===== src/iir4_pkg.sv =====
package iir4_pkg;

   // Field and datapath widths
   localparam int SampleWidth = 16;
   localparam int CoeffWidth  = 16;
   localparam int AccWidth    = 32;
   localparam int DigitWidth  = 4;
   localparam int NumDigits   = CoeffWidth / DigitWidth;
   localparam int CsrWidth    = 64;
   localparam int CsrIdxWidth = 2;

   // Configuration register indexes
   localparam logic [CsrIdxWidth-1:0] CSR_FEEDBACK     = 2'd0;
   localparam logic [CsrIdxWidth-1:0] CSR_FORWARD_LOW  = 2'd1;
   localparam logic [CsrIdxWidth-1:0] CSR_FORWARD_LAST = 2'd2;

   // Register defaults (coefficients at half scale)
   localparam logic [CsrWidth-1:0]   FEEDBACK_RESET     = 64'd166357368343889720;
   localparam logic [CsrWidth-1:0]   FORWARD_LOW_RESET  = 64'd1181937732703159856;
   localparam logic [CoeffWidth-1:0] FORWARD_LAST_RESET = 16'd1584;

   // Control from the sequencer to the shared multiply-accumulate unit
   typedef struct packed {
      logic mul_en;     // advance the digit-serial product
      logic first;      // current digit is the signed most significant one
      logic acc_en;     // fold the finished product into the accumulator
      logic acc_sub;    // subtract instead of add
      logic acc_load;   // load the accumulator with the scaled input
      logic acc_clear;  // clear the accumulator
   } mac_ctrl_type;

endpackage


===== src/iir4_if.sv =====
interface iir4_req_if;
   logic                                valid;
   logic                                ready;
   logic signed [iir4_pkg::SampleWidth-1:0] sample_in;

   modport source (output valid, output sample_in, input ready);
   modport sink   (input valid, input sample_in, output ready);
endinterface

interface iir4_rsp_if;
   logic                                valid;
   logic                                ready;
   logic signed [iir4_pkg::SampleWidth-1:0] sample_out;

   modport source (output valid, output sample_out, input ready);
   modport sink   (input valid, input sample_out, output ready);
endinterface


===== src/iir4_mac.sv =====
module iir4_mac (
   input  logic                                   clock,
   input  logic                                   reset,
   input  iir4_pkg::mac_ctrl_type                 ctrl,
   input  logic [iir4_pkg::DigitWidth-1:0]        digit,
   input  logic signed [iir4_pkg::SampleWidth-1:0] data,
   input  logic signed [iir4_pkg::AccWidth-1:0]   load_val,
   output logic signed [iir4_pkg::SampleWidth-1:0] rounded
);

   localparam int ProdWidth = iir4_pkg::DigitWidth + 1 + iir4_pkg::SampleWidth;
   localparam int AccW      = iir4_pkg::AccWidth;

   logic signed [iir4_pkg::DigitWidth:0] digit_s;
   logic signed [ProdWidth-1:0]          digit_prod;
   logic signed [AccW-1:0]               pp_ff, pp_in;
   logic signed [AccW-1:0]               acc_ff, acc_in;
   logic signed [AccW-1:0]               frac;
   logic signed [AccW:0]                 sum;
   logic signed [AccW-1:0]               sum_sat;
   logic signed [AccW:0]                 rnd;
   logic signed [iir4_pkg::SampleWidth-1:0] hi;

   // Multiply one coefficient digit, most significant (signed) digit first
   always_comb begin
      digit_s    = ctrl.first ? {digit[iir4_pkg::DigitWidth-1], digit} : {1'b0, digit};
      digit_prod = digit_s * data;
      if (ctrl.first) begin
         pp_in = AccW'(digit_prod);
      end else begin
         pp_in = (pp_ff <<< iir4_pkg::DigitWidth) + AccW'(digit_prod);
      end
   end

   // Double the finished product, saturating the one overflow case, and add or subtract it with saturation
   always_comb begin
      if (pp_ff == {2'b01, {(AccW-2){1'b0}}}) begin
         frac = {1'b0, {(AccW-1){1'b1}}};
      end else begin
         frac = pp_ff <<< 1;
      end
      if (ctrl.acc_sub) begin
         sum = {acc_ff[AccW-1], acc_ff} - {frac[AccW-1], frac};
      end else begin
         sum = {acc_ff[AccW-1], acc_ff} + {frac[AccW-1], frac};
      end
      if (sum[AccW] != sum[AccW-1]) begin
         sum_sat = sum[AccW] ? {1'b1, {(AccW-1){1'b0}}} : {1'b0, {(AccW-1){1'b1}}};
      end else begin
         sum_sat = sum[AccW-1:0];
      end
   end

   // Round to the high half, then double with saturation
   always_comb begin
      rnd = {acc_ff[AccW-1], acc_ff} + (AccW+1)'(33'sh0_8000);
      if (rnd[AccW] != rnd[AccW-1]) begin
         hi = {1'b0, {(iir4_pkg::SampleWidth-1){1'b1}}};
      end else begin
         hi = rnd[AccW-1:AccW-iir4_pkg::SampleWidth];
      end
      if (hi[iir4_pkg::SampleWidth-1] != hi[iir4_pkg::SampleWidth-2]) begin
         rounded = hi[iir4_pkg::SampleWidth-1]
                 ? {1'b1, {(iir4_pkg::SampleWidth-1){1'b0}}}
                 : {1'b0, {(iir4_pkg::SampleWidth-1){1'b1}}};
      end else begin
         rounded = {hi[iir4_pkg::SampleWidth-2:0], 1'b0};
      end
   end

   // Select the next accumulator value
   always_comb begin
      priority if (ctrl.acc_load) begin
         acc_in = load_val;
      end else if (ctrl.acc_clear) begin
         acc_in = '0;
      end else if (ctrl.acc_en) begin
         acc_in = sum_sat;
      end else begin
         acc_in = acc_ff;
      end
   end

   always_ff @(posedge clock) begin
      if (reset) begin
         acc_ff <= '0;
      end else begin
         acc_ff <= acc_in;
      end
   end

   always_ff @(posedge clock) begin
      if (ctrl.mul_en) begin
         pp_ff <= pp_in;
      end
   end

endmodule


===== src/iir_fourth_order_df2_q15.sv =====
// Fourth-order direct form II IIR filter, Q15, saturating arithmetic.
// req: one transaction carries one input sample (sample_in); it is taken
//   when req.valid and req.ready are high at a rising clock edge.
// rsp: one transaction carries one filtered sample (sample_out) per input.
// csr: csr_we writes csr_wdata into register csr_index at the clock edge:
//   0 feedback coefficients a1..a4, 1 feedforward b0..b3, 2 feedforward b4.
//   Write only while the filter is idle.
// One shared multiply-accumulate unit does all nine products, consuming the
// coefficient four bits a cycle from a shift register. A new sample is taken
// only once the previous one has passed its final rounding step and the
// filter is idle again.
// The result sits in an output register; the next sample is accepted while
// it waits. If the receiver stalls, the following result holds in the final
// rounding step until the output register is free.
// Reset (synchronous, active high) clears the delay line, loads the
// default coefficients and empties the output register.
module iir_fourth_order_df2_q15 (
   input  logic                                    clock,
   input  logic                                    reset,
   iir4_req_if.sink                                req,
   iir4_rsp_if.source                              rsp,
   input  logic                                    csr_we,
   input  logic [iir4_pkg::CsrIdxWidth-1:0]        csr_index,
   input  logic [iir4_pkg::CsrWidth-1:0]           csr_wdata
);

   localparam int SW = iir4_pkg::SampleWidth;
   localparam int CW = iir4_pkg::CoeffWidth;
   localparam int DW = iir4_pkg::DigitWidth;

   localparam logic [2:0] ST_IDLE    = 3'd0;
   localparam logic [2:0] ST_FB      = 3'd1;
   localparam logic [2:0] ST_FB_ACC  = 3'd2;
   localparam logic [2:0] ST_ROUND_W = 3'd3;
   localparam logic [2:0] ST_FF      = 3'd4;
   localparam logic [2:0] ST_FF_ACC  = 3'd5;
   localparam logic [2:0] ST_ROUND_Y = 3'd6;

   localparam logic [1:0] LAST_DIGIT = 2'(iir4_pkg::NumDigits - 1);
   localparam logic [2:0] LAST_FB    = 3'd3;
   localparam logic [2:0] LAST_FF    = 3'd4;

   logic [2:0]  state_ff, state_in;
   logic [2:0]  term_ff, term_in;
   logic [1:0]  digit_ff, digit_in;
   logic [CW-1:0] coef_sr_ff, coef_sr_in;
   logic signed [SW-1:0] data_ff, data_in;
   logic signed [SW-1:0] w_ff, w_in;
   logic signed [SW-1:0] delay_ff [4];
   logic        shift_delay;
   logic [iir4_pkg::CsrWidth-1:0] fb_coef_ff, fwd_coef_ff;
   logic [CW-1:0]                 fwd_last_ff;
   logic        rsp_valid_ff, rsp_valid_in;
   logic signed [SW-1:0] rsp_data_ff, rsp_data_in;
   logic        out_free;
   logic signed [SW-1:0] rounded;
   logic signed [iir4_pkg::AccWidth-1:0] load_val;
   iir4_pkg::mac_ctrl_type ctrl;

   // Configuration registers
   always_ff @(posedge clock) begin
      if (reset) begin
         fb_coef_ff  <= iir4_pkg::FEEDBACK_RESET;
         fwd_coef_ff <= iir4_pkg::FORWARD_LOW_RESET;
         fwd_last_ff <= iir4_pkg::FORWARD_LAST_RESET;
      end else if (csr_we) begin
         unique case (csr_index)
            iir4_pkg::CSR_FEEDBACK:     fb_coef_ff  <= csr_wdata;
            iir4_pkg::CSR_FORWARD_LOW:  fwd_coef_ff <= csr_wdata;
            iir4_pkg::CSR_FORWARD_LAST: fwd_last_ff <= csr_wdata[CW-1:0];
            default: ;
         endcase
      end
   end

   assign req.ready  = (state_ff == ST_IDLE);
   assign out_free   = !rsp_valid_ff || rsp.ready;
   assign load_val   = {req.sample_in[SW-1], req.sample_in[SW-1:1], {SW{1'b0}}};

   // Sequence the nine products and two rounding steps
   always_comb begin
      state_in     = state_ff;
      term_in      = term_ff;
      digit_in     = digit_ff;
      coef_sr_in   = coef_sr_ff;
      data_in      = data_ff;
      w_in         = w_ff;
      shift_delay  = 1'b0;
      rsp_valid_in = rsp_valid_ff && !rsp.ready;
      rsp_data_in  = rsp_data_ff;
      ctrl         = '0;

      unique case (state_ff)
         ST_IDLE: begin
            if (req.valid) begin
               ctrl.acc_load = 1'b1;
               coef_sr_in    = fb_coef_ff[CW-1:0];
               data_in       = delay_ff[0];
               term_in       = '0;
               digit_in      = '0;
               state_in      = ST_FB;
            end
         end
         ST_FB, ST_FF: begin
            ctrl.mul_en  = 1'b1;
            ctrl.first   = (digit_ff == '0);
            ctrl.acc_en  = (digit_ff == '0) && (term_ff != '0);
            ctrl.acc_sub = (state_ff == ST_FB);
            coef_sr_in   = coef_sr_ff << DW;
            digit_in     = digit_ff + 2'd1;
            if (digit_ff == LAST_DIGIT) begin
               term_in = term_ff + 3'd1;
               if (state_ff == ST_FB) begin
                  if (term_ff == LAST_FB) begin
                     state_in = ST_FB_ACC;
                  end else begin
                     coef_sr_in = fb_coef_ff[CW*term_in[1:0] +: CW];
                     data_in    = delay_ff[term_in[1:0]];
                  end
               end else begin
                  if (term_ff == LAST_FF) begin
                     state_in = ST_FF_ACC;
                  end else begin
                     // b1..b3 come from the low word, b4 from its own register
                     coef_sr_in = (term_in == LAST_FF) ? fwd_last_ff
                                : fwd_coef_ff[CW*term_in[1:0] +: CW];
                     data_in    = delay_ff[term_ff[1:0]];
                  end
               end
            end
         end
         ST_FB_ACC: begin
            ctrl.acc_en  = 1'b1;
            ctrl.acc_sub = 1'b1;
            state_in     = ST_ROUND_W;
         end
         ST_ROUND_W: begin
            ctrl.acc_clear = 1'b1;
            w_in           = rounded;
            data_in        = rounded;
            coef_sr_in     = fwd_coef_ff[CW-1:0];
            term_in        = '0;
            digit_in       = '0;
            state_in       = ST_FF;
         end
         ST_FF_ACC: begin
            ctrl.acc_en = 1'b1;
            state_in    = ST_ROUND_Y;
         end
         ST_ROUND_Y: begin
            if (out_free) begin
               rsp_valid_in = 1'b1;
               rsp_data_in  = rounded;
               shift_delay  = 1'b1;
               state_in     = ST_IDLE;
            end
         end
         default: begin
            state_in = ST_IDLE;
         end
      endcase
   end

   iir4_mac u_mac (
      .clock    (clock),
      .reset    (reset),
      .ctrl     (ctrl),
      .digit    (coef_sr_ff[CW-1 -: DW]),
      .data     (data_ff),
      .load_val (load_val),
      .rounded  (rounded)
   );

   // Control state
   always_ff @(posedge clock) begin
      if (reset) begin
         state_ff     <= ST_IDLE;
         term_ff      <= '0;
         digit_ff     <= '0;
         rsp_valid_ff <= 1'b0;
      end else begin
         state_ff     <= state_in;
         term_ff      <= term_in;
         digit_ff     <= digit_in;
         rsp_valid_ff <= rsp_valid_in;
      end
   end

   // Delay line: advance once per finished sample
   always_ff @(posedge clock) begin
      if (reset) begin
         delay_ff[0] <= '0;
         delay_ff[1] <= '0;
         delay_ff[2] <= '0;
         delay_ff[3] <= '0;
      end else if (shift_delay) begin
         delay_ff[0] <= w_ff;
         delay_ff[1] <= delay_ff[0];
         delay_ff[2] <= delay_ff[1];
         delay_ff[3] <= delay_ff[2];
      end
   end

   // Datapath registers
   always_ff @(posedge clock) begin
      coef_sr_ff  <= coef_sr_in;
      data_ff     <= data_in;
      w_ff        <= w_in;
      rsp_data_ff <= rsp_data_in;
   end

   assign rsp.valid      = rsp_valid_ff;
   assign rsp.sample_out = rsp_data_ff;

endmodule


===== src/flat_wrapper.sv =====
// flat-port wrapper written by rule: the top's interface ports become plain ports
module iir_fourth_order_df2_q15_flat 
  (clock, reset, csr_we, csr_index, csr_wdata, req_valid, req_sample_in, req_ready, rsp_valid, rsp_sample_out, rsp_ready);
  iir4_req_if req_i ();
  iir4_rsp_if rsp_i ();
  input  logic clock;
  input  logic reset;
  input  logic csr_we;
  input  logic [iir4_pkg::CsrIdxWidth-1:0] csr_index;
  input  logic [iir4_pkg::CsrWidth-1:0] csr_wdata;
  input wire logic [$bits(req_i.valid)-1:0] req_valid;
  input wire logic [$bits(req_i.sample_in)-1:0] req_sample_in;
  output wire logic [$bits(req_i.ready)-1:0] req_ready;
  output wire logic [$bits(rsp_i.valid)-1:0] rsp_valid;
  output wire logic [$bits(rsp_i.sample_out)-1:0] rsp_sample_out;
  input wire logic [$bits(rsp_i.ready)-1:0] rsp_ready;
  assign req_i.valid = req_valid;
  assign req_i.sample_in = req_sample_in;
  assign req_ready = req_i.ready;
  assign rsp_valid = rsp_i.valid;
  assign rsp_sample_out = rsp_i.sample_out;
  assign rsp_i.ready = rsp_ready;
  iir_fourth_order_df2_q15 u_core (.clock(clock), .reset(reset), .req(req_i), .rsp(rsp_i), .csr_we(csr_we), .csr_index(csr_index), .csr_wdata(csr_wdata));
endmodule

===== config.mk =====
export PLATFORM = sky130hd
export DESIGN_NAME = iir_fourth_order_df2_q15_flat
export DESIGN_NICKNAME = d
export VERILOG_FILES = /design/src/iir4_pkg.sv /design/src/iir4_if.sv /design/src/iir4_mac.sv /design/src/iir_fourth_order_df2_q15.sv /design/src/flat_wrapper.sv
export SDC_FILE = /design/constraint.sdc
export NUM_CORES = 1
export LEC_CHECK = 0
export ABC_AREA = 1
export BUFFER_PORTS_ARGS = -buffer_cell sky130_fd_sc_hd__buf_2
export CAP_MARGIN = 20
export CORE_MARGIN = 2
export CORE_UTILIZATION = 35
export DETAILED_ROUTE_END_ITERATION = 10
export REMOVE_ABC_BUFFERS = 1
export SLEW_MARGIN = 30
export SYNTH_ARGS = -nofsm -noshare
export SYNTH_HDL_FRONTEND = slang
export SYNTH_SLANG_ARGS = --single-unit

===== constraint.sdc =====
create_clock -name clock -period 8.89 [get_ports clock]
set_input_delay 1.778 -clock clock [delete_from_list [all_inputs] [get_ports clock]]
set_output_delay 1.778 -clock clock [all_outputs]
set_load 0.02 [all_outputs]

==> run metrics, run 1 <==
number of flops mapped to enable cells by yosys=160; worst hold path type=register to register; residual DRC count=0; fmax=125.6 MHz; Worst Hold Path Cells=2; die area=68,670 sq um; Layout fillers=6,946; Post-DP HPWL=47.12 mm; GP Congestion=0.9240; DRT Pass-1 Iters=5; Core Area=65,860 sq um; crit path capture type=register; Max-slew headroom=38.65%; WP data arrival=8.25 ns; Final ANT Viol Nets=0; clock sink count=347; layout cells sized above 1=7.958%; largest net degree at the start of global routing=85; Die X=262.1 um; Seq/Total Area, Yosys=36.68%; WHS Endpoint=u_core.fb_coef_ff[26]; Synth async-reset ratio=0%; Crit Path Category=register to register; post_cts resized=0; worst r2r src=u_core.state_ff[2]; CTS tree=yes; worst-path fanout max=16; clock skew=0.01474 ns; Yosys reg bits=347; actual slew at the worst max-slew pin=0.9180 ns; I/O pins=105; Slowest cell on crit path=fa_1; worst hold path startpoint=u_core.fb_coef_ff[26]; setup TNS=0 ns; gr ovfl total=0; post-synthesis average cell area=7.320 sq um; die height=262.1 um; synth unique cells=56; Hold-fix buffers, CTS=0; Nets=3,457; Clk Latency, worst-skew pair=0.56 ns; max incr delay on CP=0.54 ns; cells after synthesis=3,184; Crit path required time=9.18 ns; vias in the first global route=19,993; r2r endpoint=u_core.u_mac.pp_ff[29]; initial antenna violation count=1; Hold Fails Final Rpt=0; min Tclk post-route=7.965 ns; Final Cycle Share=89.59%; status=complete, no violations; unrepaired setup endpoints after global routing=no; DR iter-0 viols=1,597; Starting Density=35.39%; fin. max-slew vios=0; Clock Path Buffers=3; CTS root buffer=clkbuf_16; Top cell by count, worst path=nand2_1; Worst-path clk slew=0.06 ns; Mapped Area=23,310 sq um; Avg WL per Cell=16.59 um; Diodes inserted=0; Total GRT Usage=19.64%; Final Setup Violations=0; Area Growth Syn to Fin=11.33%; first-pass GRT wire length=107.6 mm; yosys warns=0; H-Tree Depth=2; ys flop type=dfxtp_1; Worst R2R Path Depth=39; R2R setup slack=0.93 ns; via count=21,063; startpoint type of the worst setup path=register; DR vias/cell=5.130; Post-CTS Setup Bufs=0; Max Cap Viol=0; drt total wl=68.14 mm; # rows=94; Num CTS Buffers=41; IO buf count=103
-- worst max-delay path, delay by kind of cell (launching register included) --
family	cells	cell delay (ns)
and+or+nand+nor	20	2.57
adders and majority gates	5	2.39
AOI/OAI and AO/OA	7	1.39
DFF	1	0.41
xor gates and xnor gates	1	0.09
buffers and inverters	6	0.84
-- metrics by stage --
step                      setup WS (ns)  util (%)  area [sq um]  hold slack (ns)  std cells
after floorplan                  0.2242         -         22710           0.4236       3037
after global placement           0.9978     37.27         24550           0.4332       4030
after detailed placement         0.9403     37.27         24550           0.4389       4030
after CTS                        0.9030     39.39         25940           0.4545       4106
after global routing             0.2090     39.40         25950           0.4721       4106
final                            0.9251     39.40         25950           0.4504       4106
-- cell usage in the layout, fill, tap and decap left out, drive strengths merged, types with 58 or more instances in the layout --
master  synthesis  final
nor2          477    477
clkbuf        129     58
o21ai         349    349
buf            18    129
xor2           67     67
a21oi         236    236
ha            109    109
nand3         138    138
nand2         602    602
inv           429    432
dfxtp         187    187
edfxtp        160    160
-- synthesized netlist by cell type, types with 3 or more instances --
cell,instances,area share (%)
nand2_1,594,9.6
nor2_1,471,7.6
inv_1,417,6.7
o21ai_0,346,7.4
a21oi_1,225,4.8
dfxtp_1,187,16
edfxtp_1,160,21
nand3_1,131,2.8
clkbuf_1,129,2.1
ha_1,109,5.9
xor2_1,66,2.5
fa_1,52,4.5
xnor2_1,33,1.2
o221ai_1,30,1.1
o211ai_1,25,0.81
nor3_1,19,0.41
a22oi_1,17,0.55
nand4_1,16,0.43
a221oi_1,13,0.49
a31oi_1,12,0.32
a21oi_2,11,0.41
buf_1,11,0.18
inv_2,11,0.18
o2111ai_1,11,0.41
a21o_1,9,0.29
nor4_1,7,0.19
or2_2,7,0.19
nand2_2,6,0.16
nor2_2,6,0.16
o21bai_1,6,0.19
nand3_2,5,0.21
a2111oi_0,3,0.11
a21boi_0,3,0.097
o21ai_1,3,0.064
o31ai_1,3,0.097
-- final cells by class --
class / count / area, sq um / share of cell area [%]
clock inverters: 18 / 168.9 / 0.6510
inverters: 430 / 1619 / 6.240
well taps: 864 / 1081 / 4.166
repair buffers: 129 / 714.4 / 2.753
flip-flops and latches: 347 / 8552 / 32.96
multi-input cells: 2260 / 12590 / 48.51
clock buffers: 58 / 1225 / 4.721
-- kinds of logic (layout without fill, tap and decap cells) --
kind of cell	Yosys count	in the layout	synth area share [%]
xor gates and xnor gates	100	100	3.790
buffers and inverters	577	635	9.475
DFF	347	347	36.68
adders and majority gates	161	161	10.32
AOI/OAI and AO/OA	729	729	17.65
and+or+nand+nor	1270	1270	22.09
-- state kept, by name, indices dropped and copies added (netlist names), 32 cells and up, named ones only --
register and flops:
u_core.fb_coef_ff 64, u_core.fwd_coef_ff 64, u_core.delay_ff 64, u_core.u_mac.acc_ff 32, u_core.u_mac.pp_ff 32
-- worst max-delay path by stage --
stage | start | endpoint | cells past startpoint
floorplan | u_core.state_ff[0] | u_core.u_mac.pp_ff[29] | 40
global route | u_core.state_ff[2] | u_core.u_mac.pp_ff[29] | 39
detailed placement | u_core.state_ff[2] | u_core.u_mac.pp_ff[29] | 39
global placement | u_core.state_ff[1] | u_core.u_mac.pp_ff[29] | 40
finish | u_core.state_ff[2] | u_core.u_mac.pp_ff[29] | 39
CTS | u_core.state_ff[2] | u_core.u_mac.pp_ff[29] | 39
-- metal layers --
| layer | vias to the layer above | track usage [%] | part of all wire, % |
|---|---|---|---|
| li1 | 10538 | - | - |
| met1 | 9838 | 26.37 | 45 |
| met5 | - | 0 | 0.019 |
| met3 | 113 | 2.749 | 5.7 |
| met2 | 572 | 32.36 | 46 |
| met4 | 2 | 6.780 | 3.2 |
Power of run 1 is left out: the tool's default activity adds up to more than one toggle a clock period on the data nets, which glitch-free logic cannot reach.
==> run 2, diff against run 1 <==
ABC_AREA = default   (was 1)
REMOVE_ABC_BUFFERS = default   (was 1)
==> run 2 against run 1 <==
Effect of this change: synthesized cell count is 25% lower; global-route usage is 1.0 points lower; flip-flop and latch count stayed put; critical path depth is 7 lower; clock skew is 0.037 ns higher; synthesized area is 4.3% lower; critical endpoint is now u_core.u_mac.pp_ff[31]; core utilization is 0.34 points higher.
==> run metrics, run 2 <==
GP Congestion=0.8716 (was 0.9240); Crit path required time=9.20 ns (was 9.18 ns); Area Growth Syn to Fin=12.38% (was 11.33%); post-synthesis average cell area=9.317 sq um (was 7.320 sq um); fin. max-slew vios=0 (unchanged); Die X=256.4 um (was 262.1 um); Seq/Total Area, Yosys=38.33% (was 36.68%); residual DRC count=0 (unchanged); status=complete, no violations (unchanged); first-pass GRT wire length=98.85 mm (was 107.6 mm); Hold Fails Final Rpt=0 (unchanged); Nets=2,698 (was 3,457); vias in the first global route=17,898 (was 19,993); worst hold path type=register to register (unchanged); gr ovfl total=0 (unchanged); Mapped Area=22,300 sq um (was 23,310 sq um); layout cells sized above 1=12.45% (was 7.958%); placed cell count=3,248 (was 4,030); yosys warns=0 (unchanged); Num CTS Buffers=42 (was 41); family with the most delay on the worst path=compound AO/OA/AOI/OAI gates (was simple AND/OR/NAND/NOR gates); ys flop type=dfxtp_1 (unchanged); Clk Latency, worst-skew pair=0.59 ns (was 0.56 ns); Hold-fix buffers, CTS=0 (unchanged); # rows=92 (was 94); CTS root buffer=clkbuf_16 (unchanged); Max Cap Viol=0 (unchanged); most frequent cells in the layout=nand2_1 (382), a21oi_1 (216), dfxtp_1 (186), edfxtp_1 (160), nor2_1 (154) (was nand2_1 (592), nor2_1 (467), inv_1 (415), o21ai_0 (346), a21oi_1 (225)); largest net degree at the start of global routing=96 (was 85); cells after synthesis=2,394 (was 3,184); syn_nets=2,642; Slowest cell on crit path=fa_1 (unchanged); min Tclk post-route=8.231 ns (was 7.965 ns); max incr delay on CP=0.54 ns (about the same); area of placed instances=23,680 sq um (was 24,550 sq um); die area=65,760 sq um (was 68,670 sq um); Final Instance Area=25,060 sq um (was 25,950 sq um); Post-DP HPWL=42.91 mm (was 47.12 mm); Critical Path Stages=32 (was 39); largest registers=u_core.delay_ff: 64 flops, u_core.fb_coef_ff: 64 flops, u_core.fwd_coef_ff: 64 flops (unchanged); Worst Hold Path Cells=2 (unchanged); setup TNS=0 ns (unchanged); Crit Path Category=register to register (unchanged); Synth async-reset ratio=0% (unchanged); actual slew at the worst max-slew pin=1.003 ns (was 0.9180 ns); DRT Pass-1 Iters=7 (was 5); Avg WL per Cell=18.89 um (was 16.59 um); commonest non-fill, non-tap cell in the layout=nand2_1 (unchanged); Worst-path clk slew=0.06 ns (about the same); crit path capture type=register (unchanged); DR iter-0 viols=1,479 (was 1,597); clock skew=0.05168 ns (was 0.01474 ns); Final Cycle Share=92.59% (was 89.59%); Core Area=63,080 sq um (was 65,860 sq um); Non-Filler Instances=3,329 (was 4,106); fmax=121.5 MHz (was 125.6 MHz); Total GRT Usage=18.64% (was 19.64%); I/O pins=105 (unchanged); IO buf count=103 (unchanged); Buf/Inv on CP=4 (was 6); synth top area cells=edfxtp_1 (22%), dfxtp_1 (17%), mux4_2 (6.5%), nand2_1 (6.4%), ha_1 (6.1%) (was edfxtp_1 (21%), dfxtp_1 (16%), nand2_1 (9.6%), nor2_1 (7.6%), o21ai_0 (7.4%)); Clock Path Buffers=3 (unchanged); Yosys reg bits=347 (unchanged); clock sink count=347 (unchanged); unrepaired setup endpoints after global routing=no (unchanged); Starting Density=35.36% (was 35.39%); die height=256.4 um (was 262.1 um); initial antenna violation count=9 (was 1); Worst R2R Path Depth=32 (was 39); list of most frequent post-synthesis cells=nand2_1 (382), a21oi_1 (216), dfxtp_1 (187), edfxtp_1 (160), nor2_1 (158) (was nand2_1 (594), nor2_1 (471), inv_1 (417), o21ai_0 (346), a21oi_1 (225)); Final Setup Violations=0 (unchanged); startpoint type of the worst setup path=register (unchanged); H-Tree Depth=2 (unchanged); most used standard cell by instance count after synthesis=nand2_1 (unchanged); Max-slew headroom=33.04% (was 38.65%); worst-path fanout max=8 (was 16); Final ANT Viol Nets=0 (unchanged); Layout fillers=6,320 (was 6,946); DR vias/cell=5.450 (was 5.130); WP data arrival=8.54 ns (was 8.25 ns); synth unique cells=80 (was 56); number of flops mapped to enable cells by yosys=160 (unchanged); Synth area leader=edfxtp_1 (unchanged); Synth top area share=21.54% (was 20.62%); drt total wl=62.89 mm (was 68.14 mm); via count=18,143 (was 21,063); CTS tree=yes (unchanged)
[run 2: path summary, 6_finish.rpt]
| check | start | end | slack (ns) |
|---|---|---|---|
| worst max-delay path | u_core.state_ff[0] | u_core.u_mac.pp_ff[31] | 0.66 |
| worst min-delay path | u_core.fwd_coef_ff[62] | u_core.fwd_coef_ff[62] | 0.45 |
| worst max register to register | u_core.state_ff[0] | u_core.u_mac.pp_ff[31] | 0.66 |
| worst min register to register | u_core.fwd_coef_ff[62] | u_core.fwd_coef_ff[62] | 0.45 |
[run 2: timing repair]
action / in CTS / in global routing
buffers inserted: 0 / 3
resized for setup: 0 / 1
setup endpoints to repair: 0 / 2
[run 2: metrics by stage]
stage / hold slack [ns] / utilization, % / setup WS (ns)
6_report: 0.4523 / 39.73 / 0.6591
4_1_cts: 0.4548 / 39.66 / 0.3554
3_3_place_gp: 0.4394 / 37.52 / 0.4284
5_1_grt: 0.4715 / 39.73 / 0.08289
2_1_floorplan: 0.4321 / - / 0.2559
3_5_place_dp: 0.4469 / 37.54 / 0.3854
[run 2: area by class of cell]
type                            count  area (sq um)  area share [%]
Multi-Input combinational cell   1797         12840           51.24
Clock inverter                     13         160.2          0.6390
Tap cell                          846          1059           4.223
Timing Repair Buffer              140         807.0           3.220
Sequential cell                   347          8549           34.11
Clock buffer                       63          1181           4.712
Antenna cell                        1         2.502        0.009984
Inverter                          122         461.7           1.842
[run 2: per-layer routing]
layer / GRT usage [%] / routed length [um] / vias up
met5: 0 / 74 / -
li1: - / - / 8610
met2: 31.80 / 30070 / 498
met1: 24.04 / 27540 / 8896
met3: 2.699 / 3159 / 127
met4: 6.654 / 2034 / 12
[run 2: logic make-up (layout without fill, tap and decap cells)]
group                    after synthesis  in the layout  share of synthesized area (%)
AO/OA/AOI/OAI                        563            563                          15.95
XOR/XNOR                              93             93                          3.686
adder cells (fa/ha/maj)              165            165                          10.96
buffers and inverters                250            338                          4.286
flip-flops                           347            347                          38.33
multiplexers                          92             92                          7.730
other                                  0              1                              0
AND/OR/NAND/NOR                      884            884                          19.06
[run 2: worst register-to-register path: cells and delay by family, from the launching register on]
kind	cells	cell delay [ns]
flip-flops	1	0.37
buffers and inverters	4	0.40
XOR/XNOR	3	0.54
AND/OR/NAND/NOR	9	1.89
adder cells (fa/ha/maj)	5	2.25
AO/OA/AOI/OAI	11	2.48
Power of run 2 is left out for the same reason.
